==> src/hdl/gtpt_pkg.sv <==
// ----------------------------------------------------------------------------
// gtpt_pkg
// Shared types and constants for the generation tagged probe table.
// ----------------------------------------------------------------------------
package gtpt_pkg;

  localparam int INDEX_BITS  = 12;
  localparam int PROBE_LIMIT = 16;
  localparam int TABLE_SIZE  = 1 << INDEX_BITS;
  localparam int CNT_W       = $clog2(PROBE_LIMIT + 1);

  localparam logic [31:0] HASH_MULT = 32'd2654435761;
  localparam logic [31:0] W_POS_MAX = 32'h7F80_0000;

  localparam logic [1:0] MODE_STORE = 2'd0;
  localparam logic [1:0] MODE_COPY  = 2'd1;
  localparam logic [1:0] MODE_LOOK  = 2'd2;
  localparam logic [1:0] MODE_ADV   = 2'd3;

  typedef logic [INDEX_BITS-1:0] slot_idx_t;

  typedef struct packed {
    logic [1:0]  mode;
    logic [31:0] key_addr;
    logic [31:0] src_addr;
    logic [31:0] word_value;
    logic [31:0] src_word;
    logic [31:0] x_bits;
    logic [31:0] y_bits;
    logic [31:0] w_bits;
  } cmd_t;

  typedef struct packed {
    logic        hit;
    logic [31:0] out_x;
    logic [31:0] out_y;
    logic [31:0] out_w;
  } res_t;

  typedef struct packed {
    logic [31:0] key;
    logic [31:0] gen;
    logic [31:0] word;
    logic [31:0] x;
    logic [31:0] y;
    logic [31:0] w;
  } slot_t;

  typedef struct packed {
    logic key_match;
    logic empty;
    logic current;
  } probe_flags_t;

  // low INDEX_BITS of (key >> 2) * HASH_MULT only depend on the low bits
  function automatic slot_idx_t home_slot(input logic [31:0] key);
    logic [2*INDEX_BITS-1:0] prod;
    prod = (2*INDEX_BITS)'(key[INDEX_BITS+1:2]) *
           (2*INDEX_BITS)'(HASH_MULT[INDEX_BITS-1:0]);
    return prod[INDEX_BITS-1:0];
  endfunction

  function automatic logic w_positive(input logic [31:0] b);
    return !b[31] && (b != 32'd0) && (b <= W_POS_MAX);
  endfunction

endpackage

==> src/hdl/gtpt_probe_unit.sv <==
// ----------------------------------------------------------------------------
// gtpt_probe_unit
// Slot compare unit shared by every probe of get and put.
// ----------------------------------------------------------------------------
module gtpt_probe_unit import gtpt_pkg::*; (
  input  slot_t        slot,
  input  logic [31:0]  target,
  input  logic [31:0]  cur_gen,
  output probe_flags_t flags
);

  assign flags.key_match = (slot.key == target);
  assign flags.empty     = (slot.key == 32'd0);
  assign flags.current   = (slot.gen == cur_gen);

endmodule

==> src/hdl/gtpt_seq.sv <==
// ----------------------------------------------------------------------------
// gtpt_seq
// Sequencer: clear pass, hashing, probe walk over the slot RAM, slot write.
// ----------------------------------------------------------------------------
module gtpt_seq import gtpt_pkg::*; (
  input  logic      clk,
  input  logic      rst,
  input  logic      start,
  input  cmd_t      cmd,
  input  logic      enable,
  output logic      busy,
  output logic      done,
  output res_t      res,
  output logic      ram_we,
  output slot_idx_t ram_waddr,
  output slot_t     ram_wdata,
  output slot_idx_t ram_raddr,
  input  slot_t     ram_rdata
);

  typedef enum logic [4:0] {
    S_CLR  = 5'b00001,
    S_IDLE = 5'b00010,
    S_HASH = 5'b00100,
    S_PRB  = 5'b01000,
    S_WR   = 5'b10000
  } state_t;

  state_t       state;
  cmd_t         item;
  logic [31:0]  cur_gen;
  logic         ph_get;
  slot_idx_t    home;
  logic [CNT_W-1:0] cnt;
  logic         dv;
  logic         last;
  slot_idx_t    prv_addr;
  slot_idx_t    wr_addr;
  slot_idx_t    clr_addr;
  logic [31:0]  pl_x;
  logic [31:0]  pl_y;
  logic [31:0]  pl_w;

  logic [31:0]  tgt_key;
  probe_flags_t flags;
  logic         get_end;
  logic         found;
  logic         put_hit;
  res_t         look_res;

  assign tgt_key = (ph_get && item.mode == MODE_COPY) ? item.src_addr : item.key_addr;

  gtpt_probe_unit u_probe (
    .slot    (ram_rdata),
    .target  (tgt_key),
    .cur_gen (cur_gen),
    .flags   (flags)
  );

  assign get_end = flags.key_match || flags.empty || last;
  assign found   = flags.key_match && flags.current;
  assign put_hit = flags.key_match || flags.empty || !flags.current;

  always_comb begin
    look_res = '0;
    if (found && ram_rdata.word == item.word_value && w_positive(ram_rdata.w)) begin
      look_res.hit   = 1'b1;
      look_res.out_x = ram_rdata.x;
      look_res.out_y = ram_rdata.y;
      look_res.out_w = ram_rdata.w;
    end
  end

  assign busy      = (state != S_IDLE);
  assign ram_raddr = home + slot_idx_t'(cnt);
  assign ram_we    = (state == S_CLR) || (state == S_WR);
  assign ram_waddr = (state == S_CLR) ? clr_addr : wr_addr;
  assign ram_wdata = (state == S_CLR) ? slot_t'('0)
                   : {item.key_addr, cur_gen, item.word_value, pl_x, pl_y, pl_w};

  always_ff @(posedge clk) begin
    if (rst) begin
      state    <= S_CLR;
      cur_gen  <= 32'd1;
      clr_addr <= '0;
      dv       <= 1'b0;
      done     <= 1'b0;
      res      <= '0;
    end else begin
      done <= 1'b0;
      res  <= '0;
      unique case (state)
        S_CLR: begin
          clr_addr <= clr_addr + 1'b1;
          if (clr_addr == '1) begin
            state <= S_IDLE;
          end
        end
        S_IDLE: begin
          if (start) begin
            item <= cmd;
            pl_x <= cmd.x_bits;
            pl_y <= cmd.y_bits;
            pl_w <= cmd.w_bits;
            unique case (cmd.mode)
              MODE_ADV: begin
                cur_gen <= cur_gen + 32'd1;
                done    <= 1'b1;
              end
              MODE_COPY: begin
                ph_get <= 1'b1;
                if (enable) begin
                  state <= S_HASH;
                end else begin
                  done <= 1'b1;
                end
              end
              MODE_LOOK: begin
                ph_get <= 1'b1;
                state  <= S_HASH;
              end
              MODE_STORE: begin
                ph_get <= 1'b0;
                state  <= S_HASH;
              end
              default: begin
                done <= 1'b1;
              end
            endcase
          end
        end
        S_HASH: begin
          home  <= home_slot(tgt_key);
          cnt   <= '0;
          dv    <= 1'b0;
          state <= S_PRB;
        end
        S_PRB: begin
          // one read issued per cycle, data checked the cycle after
          cnt      <= cnt + 1'b1;
          dv       <= 1'b1;
          prv_addr <= ram_raddr;
          last     <= (cnt == CNT_W'(PROBE_LIMIT - 1));
          if (dv) begin
            if (ph_get) begin
              if (get_end) begin
                if (item.mode == MODE_LOOK) begin
                  res   <= look_res;
                  done  <= 1'b1;
                  state <= S_IDLE;
                end else if (found && ram_rdata.word == item.src_word) begin
                  // source payload latched before the put may overwrite it
                  pl_x   <= ram_rdata.x;
                  pl_y   <= ram_rdata.y;
                  pl_w   <= ram_rdata.w;
                  ph_get <= 1'b0;
                  state  <= S_HASH;
                end else begin
                  done  <= 1'b1;
                  state <= S_IDLE;
                end
              end
            end else if (put_hit) begin
              wr_addr <= prv_addr;
              state   <= S_WR;
            end else if (last) begin
              wr_addr <= home;
              state   <= S_WR;
            end
          end
        end
        S_WR: begin
          done  <= 1'b1;
          state <= S_IDLE;
        end
        default: begin
          state <= S_IDLE;
        end
      endcase
    end
  end

  a_done_idle: assert property (@(posedge clk) disable iff (rst)
    done |-> state == S_IDLE)
    else $error("result strobe outside idle");

  a_res_quiet: assert property (@(posedge clk) disable iff (rst)
    !done |-> res == '0)
    else $error("result bits set without strobe");

  a_hit_wpos: assert property (@(posedge clk) disable iff (rst)
    res.hit |-> (!res.out_w[31] && res.out_w != 32'd0))
    else $error("hit with non-positive w");

  a_we_state: assert property (@(posedge clk) disable iff (rst)
    ram_we |-> (state == S_CLR || state == S_WR))
    else $error("slot write outside clear or write step");

  a_clr_busy: assert property (@(posedge clk) disable iff (rst)
    state == S_CLR |-> busy)
    else $error("ready during clear pass");

endmodule

==> config.mk <==
export PLATFORM = sky130hd
export DESIGN_NAME = gtpt_seq
export DESIGN_NICKNAME = d
export VERILOG_FILES = /design/src/hdl/gtpt_pkg.sv /design/src/hdl/gtpt_probe_unit.sv /design/src/hdl/gtpt_seq.sv
export SDC_FILE = /design/constraint.sdc
export NUM_CORES = 1
export LEC_CHECK = 0
export ABC_AREA = 1
export CAP_MARGIN = 20
export CORE_AREA = 2 2 288 290
export CTS_CLUSTER_SIZE = 14
export DETAILED_ROUTE_END_ITERATION = 6
export DIE_AREA = 0 0 290 292
export DONT_BUFFER_PORTS = 1
export GPL_ROUTABILITY_DRIVEN = 0
export PLACE_DENSITY = 0.39
export SLEW_MARGIN = 25
export SYNTH_ARGS = -nofsm -noshare
export SYNTH_HDL_FRONTEND = slang
export SYNTH_HIERARCHICAL = 1
export SYNTH_SLANG_ARGS = --single-unit
==> constraint.sdc <==
create_clock -name clk -period 18.4 [get_ports clk]
set_input_delay 2.76 -clock clk [delete_from_list [all_inputs] [get_ports clk]]
set_output_delay 2.76 -clock clk [all_outputs]
set_load 0.05 [all_outputs]
==> summary.txt <==
STA
  – Max-slew headroom: 26.7%
  – Unrepaired setup endpoints after global routing: false
  – Final setup fails: 0
  – Clock skew: 41.0 ps
  – Peak Freq: 0.160 GHz
  – Tcrit/Tclk final: 34.0%
  – Final min period: 6250 ps
  – Final TNS setup: 0 ps
  – Slew @ Worst Pin: 1100 ps
  – Pins Over Slew Limit: 0
  – Final Hold Fails: 0

Final layout
  – Fin cells: 3,658
  – P&R area growth vs syn: 14.4%
  – Sequential Area: 11,000 um2
  – Multi-input gate area: 7330 um2
  – Share of layout cells above drive strength 1: 6.36%
  – Finished Cell Area: 23,600 um2
  – FILL cells: 8,816
  – Final core utilization: 28.9%
  – Final #Nets: 3,002

Setup path
  – Crit path DAT: 3490 ps
  – Crit Path Class: flip-flop to output port
  – Startpoint types: flip-flop
  – Crit-path max FO: 4
  – Critical Path End Type: output port
  – Worst Path Required: 15,640 ps

Synthesis
  – Mean Syn Cell Area: 8.13 um2
  – Post-Syn Area: 20,600 um2
  – Synth Net Count: 3,006
  – Ys Warns: 6
  – Cells after Synth: 2,537
  – Post-synth EDFFs: 269
  – FF+latch count, synth: 417
  – Seq/Total Area, Yosys: 53.6%
  – Netlist cell types: 39
  – Main synth FF type: edfxtp_1
  – Post-synthesis async set-or-reset flop share: 0%

CTS
  – H-tree Lvls: 2
  – CTS buffer count: 53
  – Post-cts sizing count: 0
  – Clock-pin slew on the worst setup and hold paths: 60 ps
  – Post-CTS Setup Repair Bufs: 0
  – Worst skew pair latency: 610 ps
  – CTS tree: yes
  – Root Driver: clkbuf_16
  – Clock Path Buffers: 3
  – Hold Buf Count CTS: 0
  – Clock sink total: 417

Power and ir drop
  – Leak: 10.3 nW
  – VDD IR max: 0.0000985 V
  – Pwr dens: 139 nW/um2
  – Power Total: 3.28 mW

Floorplanning
  – Initial Utilization: 25.3%
  – Core area: 81,600 um2
  – Die W: 290 um
  – Die height: 292 um
  – I/O pin total: 738
  – Row count: 105
  – Die ar.: 84,700 um2

Placement
  – Placed insts: 3,548
  – Port buffer count: 0
  – Area after DPL: 21,800 um2
  – HPWL after DPL: 61,500 um

Route
  – Vias/cell: 4.40
  – Remaining DRCs: 0
  – Routed Antenna Nets: 0
  – Vias: 16,100
  – DR pass1 iterations: 5
  – 1st-iter DRT viols: 974
  – Overall routed net length: 77,000 um
  – Wirelength per Cell: 21.1 um

Job
  – Max-cap violations: 0

Global route
  – Largest net degree at the start of global routing: 205
  – Overall routing resource usage: 17.5%
  – Vias in the first global route: 16,300
  – Grt ovf: 0
  – Initial antenna violation count: 21
  – First-pass GRT wire length: 110,000 um

Worst hold path
  – Hold Path Class: flip-flop to flip-flop

Run status
  – Status: finished clean
[critical path, stage by stage, from the launching register on]
cell	delay (ps)
edfxtp_1	400
ha_1	190
inv_1	60
fa_1	410
o21ai_0	310
nand2_1	100
a21oi_1	250
nand2_1	110
nor3_1	180
xor2_1	880
[cell usage after synthesis, drive strengths merged, types with 2 or more instances]
library cell / instances / area share, %
clkbuf: 60 / 1.1
fa: 10 / 0.97
edfxtp: 269 / 39
a21oi: 49 / 1.2
or2: 2 / 0.061
o21ai: 170 / 4.1
nand2: 570 / 10
ha: 37 / 2.2
nor4: 7 / 0.21
o211ai: 2 / 0.073
xnor2: 28 / 1.2
o22ai: 12 / 0.36
nor3: 30 / 0.80
and3: 2 / 0.061
nand3: 40 / 1.0
dfxtp: 148 / 14
nand3b: 2 / 0.073
buf: 18 / 0.62
nand4: 35 / 1.1
xor2: 45 / 1.9
nor2: 472 / 9.2
a31oi: 2 / 0.061
inv: 521 / 9.5
[final timing paths]
kind	from	to	slack, ps	cells after the start
min reg2reg	clr_addr[11]	clr_addr[11]	490	2
min	clr_addr[11]	clr_addr[11]	490	2
max	cnt[0]	ram_raddr[10]	12150	9
max reg2reg	ph_get	home[11]	12900	22
[per-layer routing]
layer | global-route usage [%] | routed length [um]
met1 | 20.6 | 30600
met2 | 29.7 | 37200
met3 | 6.43 | 6880
met4 | 5.63 | 2170
met5 | 0 | 147
[logic make-up (layout without fill, tap and decap cells)]
kind of cell,after synthesis,in the layout,share of synthesized area [%]
adders and majority gates,47,47,3.22
buffers and inverters,599,639,11.2
other,1,12,0.0182
DFF,417,417,53.6
AOI/OAI and AO/OA,239,239,5.97
and+or+nand+nor,1161,1161,22.9
xor gates and xnor gates,73,73,3.10
[cell usage in the layout, fill, tap and decap left out, drive strengths merged, types with 2 or more instances in the layout]
cell,n
fa,10
clkinv,18
o22ai,12
xnor2,28
nand2,570
nand4,35
nor2,472
a21oi,49
diode,11
dfxtp,148
nand3b,2
xor2,45
clkbuf,71
ha,37
edfxtp,269
buf,19
clkinvlp,4
bufinv,3
or2,2
nand3,40
o21ai,170
and3,2
a31oi,2
nor4,7
nor3,30
inv,524
o211ai,2
[per-stage QoR]
step,setup slack (ps),hold slack [ps]
floorplan,5980,452
global placement,11700,473
detailed placement,11630,483
CTS,12060,494
global route,11910,524
finish,12150,491
[cell type report]
cell class              count  share of cell area [%]
diodes                     11                   0.117
flip-flops and latches    417                    46.8
repair buffers             19                   0.658
multi-input cells        1521                    31.1
inverters                 521                    8.32
well taps                1070                    5.68
clock buffers              71                    6.26
clock inverters            28                    1.07
[registers in the layout (all words and copies together), names as in the netlist]
register / cells
dv: 1
pl_x: 32
last: 1
pl_y: 32
state: 5
prv_addr: 12
res: 97
item: 130
wr_addr: 12
pl_w: 32
home: 12
clr_addr: 12
ph_get: 1
cnt: 5
done: 1
cur_gen: 32
[where the power goes]
part | internal (mW) | switching (mW) | leakage [nW]
Sequential | 1.05 | 0.0165 | 3.62
Combinational | 0.126 | 1.06 | 5.89
Clock | 0.605 | 0.425 | 0.837
Note: power is estimated with default switching activity, not from simulation.
